$ cat src/hdl/utf8l_pkg.sv
// Shared types, codes and byte helpers for the lenient UTF-8 decoder.
// No dependencies; compile first.
package utf8l_pkg;

    typedef logic [20:0] cp_t;
    typedef logic [7:0]  byte_t;

    // Sequence length codes returned by lead_len
    localparam logic [2:0] LEN_INVALID = 3'd0;
    localparam logic [2:0] LEN_ASCII   = 3'd1;
    localparam logic [2:0] LEN_TWO     = 3'd2;
    localparam logic [2:0] LEN_THREE   = 3'd3;
    localparam logic [2:0] LEN_FOUR    = 3'd4;

    localparam cp_t REPLACEMENT = 21'h00FFFD;

    // Up to three code points caused by one request, oldest in cp[0]
    typedef struct packed {
        logic [1:0]    num;
        cp_t [2:0]     cp;
    } dec_res_t;

    // Open-sequence status, for checking
    typedef struct packed {
        logic [2:0] seq_len;
        logic [1:0] cnt;
    } dec_stat_t;

    function automatic logic [2:0] lead_len(input byte_t c);
        logic [2:0] len;
        if (c[7] == 1'b0)
            len = LEN_ASCII;
        else if (c[7:5] == 3'b110)
            len = LEN_TWO;
        else if (c[7:4] == 4'b1110)
            len = LEN_THREE;
        else if (c[7:3] == 5'b11110)
            len = LEN_FOUR;
        else
            len = LEN_INVALID;
        return len;
    endfunction

    // A lone byte at end of text: ASCII passes, anything else is replaced
    function automatic cp_t single_cp(input byte_t c);
        cp_t v;
        if (c[7] == 1'b0)
            v = {13'b0, c};
        else
            v = REPLACEMENT;
        return v;
    endfunction

endpackage

$ cat src/hdl/utf8l_byte_if.sv
// Byte request channel: valid/ready plus raw byte and end-of-text flag.
// Depends on utf8l_pkg.
interface utf8l_byte_if;
    import utf8l_pkg::*;

    logic  valid;
    logic  ready;
    byte_t byte_req;
    logic  final_byte;

    modport source (output valid, output byte_req, output final_byte, input ready);
    modport sink   (input valid, input byte_req, input final_byte, output ready);
endinterface

$ cat src/hdl/utf8l_cp_if.sv
// Code point channel: valid/ready plus decoded value and last-of-run flag.
// Depends on utf8l_pkg.
interface utf8l_cp_if;
    import utf8l_pkg::*;

    logic valid;
    logic ready;
    cp_t  code_point;
    logic run_end;

    modport source (output valid, output code_point, output run_end, input ready);
    modport sink   (input valid, input code_point, input run_end, output ready);
endinterface

$ cat src/hdl/utf8l_core.sv
// Sequence state and single-pass decode of one byte against the open sequence.
// Depends on utf8l_pkg.
module utf8l_core (
    input  logic                 clk,
    input  logic                 rst_n,
    input  logic                 fire,
    input  utf8l_pkg::byte_t     byte_req,
    input  logic                 final_byte,
    output utf8l_pkg::dec_res_t  res,
    output utf8l_pkg::dec_stat_t stat
);
    import utf8l_pkg::*;

    logic [2:0] seq_len_reg, seq_len_next;
    logic [1:0] cnt_reg, cnt_next;
    byte_t      pend_reg [3];
    logic       wr_en;
    logic [1:0] wr_idx;
    logic [2:0] n_bytes;
    byte_t      x_byte;

    always_comb
    begin
        res          = '0;
        seq_len_next = seq_len_reg;
        cnt_next     = cnt_reg;
        wr_en        = 1'b0;
        wr_idx       = cnt_reg;
        n_bytes      = {1'b0, cnt_reg} + 3'd1;
        x_byte       = (cnt_reg == 2'd2) ? pend_reg[1] : byte_req;

        if (seq_len_reg == LEN_INVALID)
        begin
            if (final_byte)
            begin
                res.num   = 2'd1;
                res.cp[0] = single_cp(byte_req);
            end
            else
            begin
                unique case (lead_len(byte_req))
                    LEN_ASCII:
                    begin
                        res.num   = 2'd1;
                        res.cp[0] = {13'b0, byte_req};
                    end
                    LEN_INVALID:
                    begin
                        res.num   = 2'd1;
                        res.cp[0] = REPLACEMENT;
                    end
                    default:
                    begin
                        wr_en        = 1'b1;
                        wr_idx       = 2'd0;
                        cnt_next     = 2'd1;
                        seq_len_next = lead_len(byte_req);
                    end
                endcase
            end
        end
        else if (n_bytes == seq_len_reg)
        begin
            // sequence complete
            res.num = 2'd1;
            unique case (seq_len_reg)
                LEN_TWO:   res.cp[0] = {10'b0, pend_reg[0][4:0], byte_req[5:0]};
                LEN_THREE: res.cp[0] = {5'b0, pend_reg[0][3:0], pend_reg[1][5:0],
                                        byte_req[5:0]};
                LEN_FOUR:  res.cp[0] = {pend_reg[0][2:0], pend_reg[1][5:0],
                                        pend_reg[2][5:0], byte_req[5:0]};
                default:   res.cp[0] = REPLACEMENT;
            endcase
            seq_len_next = LEN_INVALID;
            cnt_next     = 2'd0;
        end
        else if (final_byte)
        begin
            // truncated: lead replaced, trailing bytes re-decoded as leads
            res.cp[0] = REPLACEMENT;
            if (cnt_reg == 2'd1)
            begin
                res.num   = 2'd2;
                res.cp[1] = single_cp(byte_req);
            end
            else if (lead_len(x_byte) == LEN_TWO)
            begin
                res.num   = 2'd2;
                res.cp[1] = {10'b0, x_byte[4:0], byte_req[5:0]};
            end
            else
            begin
                res.num   = 2'd3;
                res.cp[1] = single_cp(x_byte);
                res.cp[2] = single_cp(byte_req);
            end
            seq_len_next = LEN_INVALID;
            cnt_next     = 2'd0;
        end
        else
        begin
            wr_en    = 1'b1;
            cnt_next = cnt_reg + 2'd1;
        end
    end

    always_ff @(posedge clk or negedge rst_n)
    begin
        if (!rst_n)
        begin
            seq_len_reg <= LEN_INVALID;
            cnt_reg     <= 2'd0;
        end
        else if (fire)
        begin
            seq_len_reg <= seq_len_next;
            cnt_reg     <= cnt_next;
        end
    end

    always_ff @(posedge clk)
    begin
        if (fire && wr_en)
            pend_reg[wr_idx] <= byte_req;
    end

    assign stat.seq_len = seq_len_reg;
    assign stat.cnt     = cnt_reg;

endmodule

$ cat src/hdl/utf8l_out.sv
// Result register: holds up to three code points, one out per cycle while ready.
// Depends on utf8l_pkg and utf8l_cp_if.
module utf8l_out (
    input  logic                clk,
    input  logic                rst_n,
    input  logic                load,
    input  utf8l_pkg::dec_res_t res,
    output logic                can_load,
    utf8l_cp_if.source          out_chan
);
    import utf8l_pkg::*;

    logic [1:0] num_reg;
    cp_t [2:0]  cp_reg;
    logic       take;

    assign take     = out_chan.valid && out_chan.ready;
    assign can_load = (num_reg == 2'd0) || (num_reg == 2'd1 && out_chan.ready);

    always_ff @(posedge clk or negedge rst_n)
    begin
        if (!rst_n)
            num_reg <= 2'd0;
        else if (load)
            num_reg <= res.num;
        else if (take)
            num_reg <= num_reg - 2'd1;
    end

    always_ff @(posedge clk)
    begin
        if (load)
            cp_reg <= res.cp;
        else if (take)
            cp_reg <= {cp_reg[2], cp_reg[2:1]};
    end

    assign out_chan.valid      = (num_reg != 2'd0);
    assign out_chan.code_point = cp_reg[0];
    assign out_chan.run_end    = (num_reg == 2'd1);

endmodule

$ cat src/hdl/utf8_lenient_decoder.sv
// Lenient UTF-8 decoder, top level.
// Depends on utf8l_pkg, utf8l_byte_if, utf8l_cp_if, utf8l_core, utf8l_out.
//
// in_chan : one byte request per handshake (byte_req, final_byte on the last byte).
// out_chan: decoded code points; run_end marks the last result of one request.
//
// ASCII and invalid leads give one result; a lead byte opens a 2..4 byte
// sequence whose trailing bytes are taken unchecked (low six bits). Bytes of
// an open sequence give no result until the sequence completes.
// When final_byte arrives inside a truncated sequence the lead becomes 0xFFFD
// and the buffered and final bytes are decoded again as leads: up to three results.
//
// Latency: first result valid the cycle after the request is accepted.
// Throughput: one byte per cycle while each byte gives at most one result and
// the receiver keeps ready high; the result register empties one code point
// per cycle while the receiver is ready, so a truncated-text flush holds
// in_chan.ready low until its last result is leaving.
// Receiver stall: the result register holds; in_chan.ready falls once the
// held request's last result cannot leave in the same cycle.
// Reset: clears the open sequence and empties the result register.
module utf8_lenient_decoder (
    input logic         clk,
    input logic         rst_n,
    utf8l_byte_if.sink  in_chan,
    utf8l_cp_if.source  out_chan
);
    import utf8l_pkg::*;

    logic      in_fire;
    logic      can_load;
    dec_res_t  res;
    dec_stat_t stat;

    assign in_chan.ready = can_load;
    assign in_fire       = in_chan.valid && can_load;

    utf8l_core u_core (
        .clk        (clk),
        .rst_n      (rst_n),
        .fire       (in_fire),
        .byte_req   (in_chan.byte_req),
        .final_byte (in_chan.final_byte),
        .res        (res),
        .stat       (stat)
    );

    // load only when the request produced results; zero-result bytes just update state
    utf8l_out u_out (
        .clk      (clk),
        .rst_n    (rst_n),
        .load     (in_fire && (res.num != 2'd0)),
        .res      (res),
        .can_load (can_load),
        .out_chan (out_chan)
    );

    // a request is never taken over results that are not leaving
    a_no_overwrite: assert property (@(posedge clk) disable iff (!rst_n)
        in_fire |-> (!out_chan.valid || (out_chan.ready && out_chan.run_end)))
        else $error("request accepted over pending results");

    // end of text always leaves no open sequence
    a_final_clears: assert property (@(posedge clk) disable iff (!rst_n)
        (in_fire && in_chan.final_byte) |=> (stat.seq_len == LEN_INVALID))
        else $error("sequence still open after final byte");

    // an open sequence always holds at least its lead and is not yet full
    a_cnt_range: assert property (@(posedge clk) disable iff (!rst_n)
        (stat.seq_len != LEN_INVALID) |->
            (stat.cnt != 2'd0 && {1'b0, stat.cnt} < stat.seq_len))
        else $error("pending count out of range");

endmodule
$ cat src/flat_wrapper.sv
// flat-port wrapper written by rule: the top's interface ports become plain ports
module utf8_lenient_decoder_flat import utf8l_pkg::*;
  (clk, rst_n, in_chan_valid, in_chan_byte_req, in_chan_final_byte, in_chan_ready, out_chan_valid, out_chan_code_point, out_chan_run_end, out_chan_ready);
  utf8l_byte_if in_chan_i ();
  utf8l_cp_if out_chan_i ();
  input logic clk;
  input logic rst_n;
  input wire logic [$bits(in_chan_i.valid)-1:0] in_chan_valid;
  input wire logic [$bits(in_chan_i.byte_req)-1:0] in_chan_byte_req;
  input wire logic [$bits(in_chan_i.final_byte)-1:0] in_chan_final_byte;
  output wire logic [$bits(in_chan_i.ready)-1:0] in_chan_ready;
  output wire logic [$bits(out_chan_i.valid)-1:0] out_chan_valid;
  output wire logic [$bits(out_chan_i.code_point)-1:0] out_chan_code_point;
  output wire logic [$bits(out_chan_i.run_end)-1:0] out_chan_run_end;
  input wire logic [$bits(out_chan_i.ready)-1:0] out_chan_ready;
  assign in_chan_i.valid = in_chan_valid;
  assign in_chan_i.byte_req = in_chan_byte_req;
  assign in_chan_i.final_byte = in_chan_final_byte;
  assign in_chan_ready = in_chan_i.ready;
  assign out_chan_valid = out_chan_i.valid;
  assign out_chan_code_point = out_chan_i.code_point;
  assign out_chan_run_end = out_chan_i.run_end;
  assign out_chan_i.ready = out_chan_ready;
  utf8_lenient_decoder u_core (.clk(clk), .rst_n(rst_n), .in_chan(in_chan_i), .out_chan(out_chan_i));
endmodule
$ cat config.mk
export PLATFORM = sky130hd
export DESIGN_NAME = utf8_lenient_decoder_flat
export DESIGN_NICKNAME = d
export VERILOG_FILES = /design/src/hdl/utf8l_pkg.sv /design/src/hdl/utf8l_byte_if.sv /design/src/hdl/utf8l_cp_if.sv /design/src/hdl/utf8l_core.sv /design/src/hdl/utf8l_out.sv /design/src/hdl/utf8_lenient_decoder.sv /design/src/flat_wrapper.sv
export SDC_FILE = /design/constraint.sdc
export NUM_CORES = 1
export LEC_CHECK = 0
export BUFFER_PORTS_ARGS = -buffer_cell sky130_fd_sc_hd__clkbuf_2
export CAP_MARGIN = 20
export CORE_MARGIN = 3
export CORE_UTILIZATION = 37
export DETAILED_ROUTE_END_ITERATION = 7
export REMOVE_ABC_BUFFERS = 1
export SLEW_MARGIN = 30
export SYNTH_ARGS = -nofsm -noshare
export SYNTH_HDL_FRONTEND = slang
export SYNTH_SLANG_ARGS = --single-unit
export TNS_END_PERCENT = 50
$ cat constraint.sdc
create_clock -name clk -period 3.7 [get_ports clk]
set_input_delay 0.74 -clock clk [delete_from_list [all_inputs] [get_ports clk]]
set_output_delay 0.74 -clock clk [all_outputs]
set_load 0.02 [all_outputs]
==> results of run 1 <==
## worst max-delay path by stage
| stage | endpoint | slack, ps | cells past startpoint |
|---|---|---|---|
| after global placement | u_core.u_out.out_chan.code_point[8] | 820 | 9 |
| final | u_core.u_out.out_chan.code_point[7] | 650 | 9 |
| after detailed placement | u_core.u_out.out_chan.code_point[9] | 690 | 9 |
| after global routing | u_core.u_out.out_chan.code_point[7] | 430 | 9 |
| after floorplan | u_core.u_core.pend_reg[2][0] | 700 | 6 |
| after CTS | u_core.u_out.out_chan.code_point[7] | 680 | 9 |
## per-layer routing
| layer | track usage [%] | vias up |
|---|---|---|
| met5 | 0 | - |
| li1 | - | 1333 |
| met2 | 26.8 | 112 |
| met3 | 4.66 | 25 |
| met4 | 8.66 | 0 |
| met1 | 20.1 | 1406 |
## worst max-delay path, delay by kind of cell (launching register included)
| kind | cells | cell delay [ps] |
|---|---|---|
| buf+inv | 3 | 550 |
| flops | 1 | 520 |
| simple gates | 2 | 270 |
| fa+ha+maj | 1 | 400 |
| compound gates | 3 | 1020 |
## Yosys cell counts, types with 3 or more instances
library cell,n,area [sq um]
edfxtp_1,60,1800
a21oi_1,24,120
buf_4,22,165
nor2_1,22,82.6
inv_1,18,67.6
nor3_1,14,70.1
nand2_1,13,48.8
o22ai_1,13,81.3
nand2b_1,12,75.1
o21ai_0,9,45.0
clkbuf_1,8,30.0
o22a_1,8,70.1
dfrtp_1,7,175
mux2i_1,7,70.1
and2_1,6,37.5
nor2b_1,6,37.5
a22o_1,5,43.8
a2bb2oi_2,5,75.1
a31oi_1,5,31.3
ha_1,5,62.6
mux2_2,5,56.3
nand3_1,5,25.0
nor4_1,4,25.0
o221ai_1,4,35.0
o2bb2ai_1,4,35.0
buf_2,3,15.0
## power groups by stage
stage | clock network (mW) | registers (mW) | logic [mW]
final | 0.671 | 1.26 | 1.51
after global routing | 0.723 | 1.29 | 1.65
after CTS | 0.688 | 1.26 | 1.52
after detailed placement | 0 | 1.28 | 1.51
after global placement | 0 | 1.27 | 1.49
after floorplan | 0 | 1.41 | 0.910
## logic make-up after synthesis
kind of cell | after synthesis
simple gates | 94
mux | 12
xor+xnor | 4
buf+inv | 57
compound gates | 106
flops | 67
fa+ha+maj | 5
## cell type report
class | instances | share of cell area, %
flip-flops and latches | 67 | 46.5
multi-input cells | 221 | 36.6
repair buffers | 45 | 6.12
well taps | 133 | 3.92
clock buffers | 10 | 3.00
clock inverters | 6 | 2.12
inverters | 19 | 1.74
==> flow_summary_export.csv, run 1 <==
group,metric,value,unit
outcome,status,"finished clean",
detailed_routing,drtPass1Iterations,5,
synthesis,async_reset_ff_share,10.4,%
placement,gp_congestion,0.914,
synthesis,synth_fa_ha_area_share,1.62,%
finish,nets,381,
critical_path,critPathLaunchType,"flop",
finish,register_area,1980,sq um
power_and_ir_drop,p_sw,1.38,mW
finish,largest_register_ffs,21,
synthesis,ys_seq_area_share,51.2,%
timing,fin_hold_ws,219,ps
floorplan,die_w,108,um
critical_path,timing.rr.start,"u_core.u_core.cnt_reg[0]",
critical_path,r2r_slack,650,ps
floorplan,die_y,108,um
synthesis,synth_compound_area_share,21.6,%
placement,dp_cells,485,
critical_path,cp.arrival,3130,ps
floorplan,start_util,38.8,%
finish,syn_to_final_growth,10.1,%
power_and_ir_drop,p_clk_share,19.5,%
critical_path,slowest_stage,"o311ai_4",
finish,fillCellCount,936,
detailed_routing,wl_met1,3940,um
synthesis,syn_area,3860,sq um
detailed_routing,wl_met2,4420,um
synthesis,avgSynthCellArea,11.2,sq um
timing,skew,8.87,ps
critical_path,startpoint,"u_core.u_core.cnt_reg[0]",
synthesis,yosysUniqueCellTypes,66,
finish,layout_common_cells,"edfxtp_1, clkbuf_2, a21oi_1, nor2_1, inv_1",
power_and_ir_drop,p_total,3.45,mW
clock_tree,htreeDepth,3,
power_and_ir_drop,power.share.switching,40.0,%
finish,postLayoutCoreUtil,42.7,%
floorplan,die_area,11700,sq um
timing,tightest_slew,813,ps
synthesis,synthSimpleGateAreaFrac,12.8,%
detailed_routing,ant_nets,0,
timing,period_share,82.5,%
finish,fin_area,4250,sq um
clock_tree,post_cts_buffers,0,
clock_tree,cts_hold_buf,0,
detailed_routing,drt-total-wl,9310,um
placement,hpwl,6590,um
floorplan,rows,36,
power_and_ir_drop,peakVddDrop,0.000348,V
synthesis,synthFlopType,"edfxtp_1",
timing,setup_ws,647,ps
clock_tree,cts-root-buf,"clkbuf_8",
power_and_ir_drop,powerDensity,811,nW/um^2
finish,layout.cells.non_filler,501,
synthesis,synth_top_family_by_area,"compound AO/OA/AOI/OAI gates",
power_and_ir_drop,power_leakage,1.54,nW
clock_tree,path_clk_slew,70,ps
clock_tree,cts_buffer_depth,2,
placement,placed_area,4030,sq um
floorplan,fp.coreArea,9950,sq um
critical_path,cp_cell_sequence,"inv_1 > ha_1 > nand2b_1 > a22o_4 > o311ai_4 > nand2_4 > inv_4 > buf_4 > a31oi_1",
synthesis,yosys_register_bits,67,
clock_tree,cts_tree,"yes",
clock_tree,clk_latency,350,ps
global_route,grt_pass1_vias,2782,
detailed_routing,route.detailed.drc,0,
critical_path,cp.required,3780,ps
placement,numPortBuffers,36,
critical_path,cp-end-kind,"flop",
critical_path,cp_slowest_stage_delay,570,ps
critical_path,worstPathMaxFanout,29,
global_route,grt_max_degree,32,
power_and_ir_drop,p_seq_share,36.7,%
synthesis,synth_edf_count,60,
timing,finalCriticalPeriod,3050,ps
timing,max_slew_margin,45.8,%
timing,rsz0062_at_grt,"no",
critical_path,reg2regPathDepth,9,
clock_tree,ctsResizeCount,0,
worst_hold_path,hold_path.class,"in2async",
global_route,grt_pass1_wl,14500,um
detailed_routing,detail_route.iter0.violations,176,
finish,diodes,0,
clock_tree,cts_num_sinks,67,
timing,finalSetupViolations,0,
detailed_routing,wl_per_cell,18.6,um
global_route,grt_remaining_overflow,0,
power_and_ir_drop,pwr-share-comb,43.9,%
detailed_routing,post_drt_via_cell_ratio,5.74,
placement,pre_cts_ws,686,ps
detailed_routing,vias,2876,
finish,multiInputGateArea,1560,sq um
finish,drive_gt1_share,23.1,%
detailed_routing,top_layer,"met4",
global_route,antenna_found_initial,0,
synthesis,yosys_warnings,0,
synthesis,muxShareOfSynthArea,3.27,%
timing,final_hold_viol_count,0,
finish,layout_commonest_cell,"edfxtp_1",
timing,tns,0,ps
critical_path,crit_type,"reg2reg",
floorplan,num_io_pins,37,
synthesis,synthXorXnorAreaFrac,0.907,%
timing,slew_viol_final,0,
global_route,grt_util_all_layers,16.6,%
power_and_ir_drop,p_int,2.07,mW
flow_run,drv_cap,0,
clock_tree,cts_made_buffers,9,
critical_path,rr_endpoint,"u_core.u_out.out_chan.code_point[7]",
timing,max_freq,328,MHz
detailed_routing,dr_wl_met3,629,um
synthesis,synthCells,345,
Power figures use the tool's default switching activity.
==> run 2, diff against run 1 <==
Settings changed: ABC_AREA set to 1.
Clock period 3.7 ns to 2.7 ns, I/O delays scaled along.
==> run 2 against run 1 <==
Worst hold slack worse by 190 ps. Clock skew shrank 3.6 ps. Design area down 2.8%. Critical path depth up 4. Synthesized area is 1.7% lower. Combinational power increased by 35%. Critical path type unchanged.
==> flow_summary_export.csv, run 2 <==
group,metric,value,unit
synthesis,ys_seq_area_share,52.1,%
finish,layout_commonest_cell,"nand2_1",
critical_path,cp-end-kind,"flop",
timing,period_share,87.0,%
floorplan,num_io_pins,37,
clock_tree,cts_made_buffers,9,
synthesis,synth_top_family_by_area,"simple AND/OR/NAND/NOR gates",
power_and_ir_drop,p_int,2.59,mW
timing,skew,5.31,ps
synthesis,muxShareOfSynthArea,0,%
placement,hpwl,6290,um
timing,rsz0062_at_grt,"no",
power_and_ir_drop,p_sw,1.90,mW
detailed_routing,ant_nets,0,
finish,diodes,0,
timing,finalSetupViolations,0,
placement,placed_area,3960,sq um
synthesis,synth_commonest_cells,"nand2_1, edfxtp_1, nand3_1, nor2_1, o21ai_0",
power_and_ir_drop,power_leakage,1.77,nW
clock_tree,cts-root-buf,"clkbuf_8",
critical_path,crit_type,"reg2reg",
synthesis,syn_area,3790,sq um
timing,max_slew_margin,66.5,%
timing,tightest_slew,501,ps
finish,largest_register_ffs,21,
power_and_ir_drop,pwr-share-comb,45.5,%
timing,slew_viol_final,0,
synthesis,synth_compound_area_share,7.35,%
detailed_routing,drt-total-wl,8380,um
power_and_ir_drop,p_clk_share,17.2,%
critical_path,startpoint,"u_core.u_core.cnt_reg[0]",
placement,numPortBuffers,36,
detailed_routing,vias,2955,
power_and_ir_drop,p_seq_share,37.3,%
finish,fillCellCount,998,
detailed_routing,route.detailed.drc,0,
floorplan,die_w,107,um
placement,gp_congestion,0.900,
clock_tree,path_clk_slew,60,ps
critical_path,worstPathMaxFanout,30,
floorplan,die_area,11500,sq um
synthesis,synth_fa_ha_area_share,1.65,%
critical_path,rr_endpoint,"u_core.u_out.out_chan.code_point[17]",
clock_tree,cts_tree,"yes",
synthesis,avgSynthCellArea,8.55,sq um
finish,nets,481,
synthesis,synthCells,444,
detailed_routing,post_drt_via_cell_ratio,4.93,
worst_hold_path,hold_path.class,"in2async",
power_and_ir_drop,power.share.switching,42.3,%
synthesis,yosys_register_bits,67,
clock_tree,cts_num_sinks,67,
detailed_routing,drtPass1Iterations,5,
floorplan,fp.coreArea,9860,sq um
finish,layout_common_cells,"nand2_1, edfxtp_1, nand3_1, o21ai_0, nor2_1",
synthesis,synthSimpleGateAreaFrac,28.3,%
outcome,status,"finished clean",
synthesis,synthFlopType,"edfxtp_1",
finish,fin_area,4130,sq um
synthesis,yosys-top-cells-area,"edfxtp_1, nand2_1, nand3_1, o21ai_0, buf_4",
synthesis,yosys.cell_count.top_type,"nand2_1",
floorplan,start_util,38.5,%
power_and_ir_drop,p_total,4.48,mW
global_route,grt_remaining_overflow,0,
floorplan,rows,36,
finish,syn_to_final_growth,8.87,%
global_route,grt_max_degree,34,
detailed_routing,wl_per_cell,14.0,um
synthesis,synth_edf_count,60,
global_route,grt_pass1_wl,13900,um
flow_run,drv_cap,0,
critical_path,cp.required,2890,ps
global_route,antenna_found_initial,0,
critical_path,critPathLaunchType,"flop",
synthesis,synth.top_cell.area_share,47.5,%
detailed_routing,detail_route.iter0.violations,195,
floorplan,die_y,107,um
critical_path,r2r_slack,350,ps
synthesis,async_reset_ff_share,10.4,%
timing,max_freq,426,MHz
timing,final_hold_viol_count,0,
critical_path,reg2regPathDepth,13,
synthesis,yosys_warnings,0,
global_route,grt_pass1_vias,2842,
synthesis,yosysUniqueCellTypes,34,
synthesis,synth_top_area_cell,"edfxtp_1",
global_route,grt_util_all_layers,15.5,%
power_and_ir_drop,peakVddDrop,0.000385,V
critical_path,timing.rr.start,"u_core.u_core.cnt_reg[0]",
timing,finalCriticalPeriod,2350,ps
synthesis,synthXorXnorAreaFrac,0.462,%
timing,tns,0,ps
clock_tree,clk_latency,340,ps
clock_tree,htreeDepth,3,
clock_tree,post_cts_buffers,0,
critical_path,cp.arrival,2540,ps
clock_tree,cts_buffer_depth,2,
finish,drive_gt1_share,15.2,%
power_and_ir_drop,powerDensity,1090,nW/um^2
## run 2: layout make-up
class                           count  area [sq um]  area share (%)
Timing Repair Buffer               44           253            6.12
Sequential cell                    67          1980            47.8
Clock buffer                       11           131            3.18
Clock inverter                      4          42.5            1.03
Multi-Input combinational cell    308          1430            34.7
Inverter                           33           129            3.12
Tap cell                          133           166            4.03
## run 2: per-layer routing
metal / share of wire (%) / track usage [%]
met5: 0 / 0
met1: 46 / 20.9
met2: 46 / 24.8
met4: 1.3 / 5.39
met3: 6.4 / 3.48
## run 2: through the flow
stage               util [%]  std cells  hold WS (ps)  setup slack (ps)
global placement        40.1        585           389               409
detailed placement      40.1        585           389               279
CTS                     41.9        600          20.5               265
finish                  41.9        600          28.9               351
global route            41.9        600          17.2              61.2
floorplan                  -        408           244              39.9
## run 2: critical path, cell delays in order, from the launching register on
cell	delay [ps]
dfrtp_1	420
inv_1	90
ha_1	310
inv_1	70
nand2_1	50
nand2_1	70
nand3_2	90
inv_1	170
nor2_4	70
nand2_4	80
nand3_4	190
inv_6	260
nand2_1	170
nor2_1	140
## run 2: timing repair
| item | 4_1_cts | 5_1_grt |
|---|---|---|
| setup endpoints to repair | 0 | 2 |
| hold buffers | 0 | 0 |
| gates resized for setup | 0 | 1 |
## run 2: worst max-delay path by stage
| stage | cells past startpoint | to | slack (ps) |
|---|---|---|---|
| after floorplan | 11 | u_core.u_out.cp_reg[21] | 40 |
| after global placement | 13 | u_core.u_out.out_chan.code_point[16] | 410 |
| after detailed placement | 13 | u_core.u_out.out_chan.code_point[17] | 280 |
| after CTS | 13 | u_core.u_out.out_chan.code_point[17] | 260 |
| after global routing | 13 | u_core.u_out.out_chan.code_point[17] | 60 |
| final | 13 | u_core.u_out.out_chan.code_point[17] | 350 |
## run 2: power by group through the flow
| stage | logic, mW | registers [mW] | clock network [mW] |
|---|---|---|---|
| detailed placement | 2.04 | 1.70 | 0 |
| global placement | 2.03 | 1.69 | 0 |
| floorplan | 1.23 | 1.89 | 0 |
| global route | 2.31 | 1.70 | 0.836 |
| CTS | 2.05 | 1.68 | 0.795 |
| finish | 2.04 | 1.67 | 0.770 |
## run 2: kinds of logic after synthesis
kind of cell / count (synthesis)
flops: 67
xor+xnor: 2
compound gates: 53
buf+inv: 69
fa+ha+maj: 5
simple gates: 248
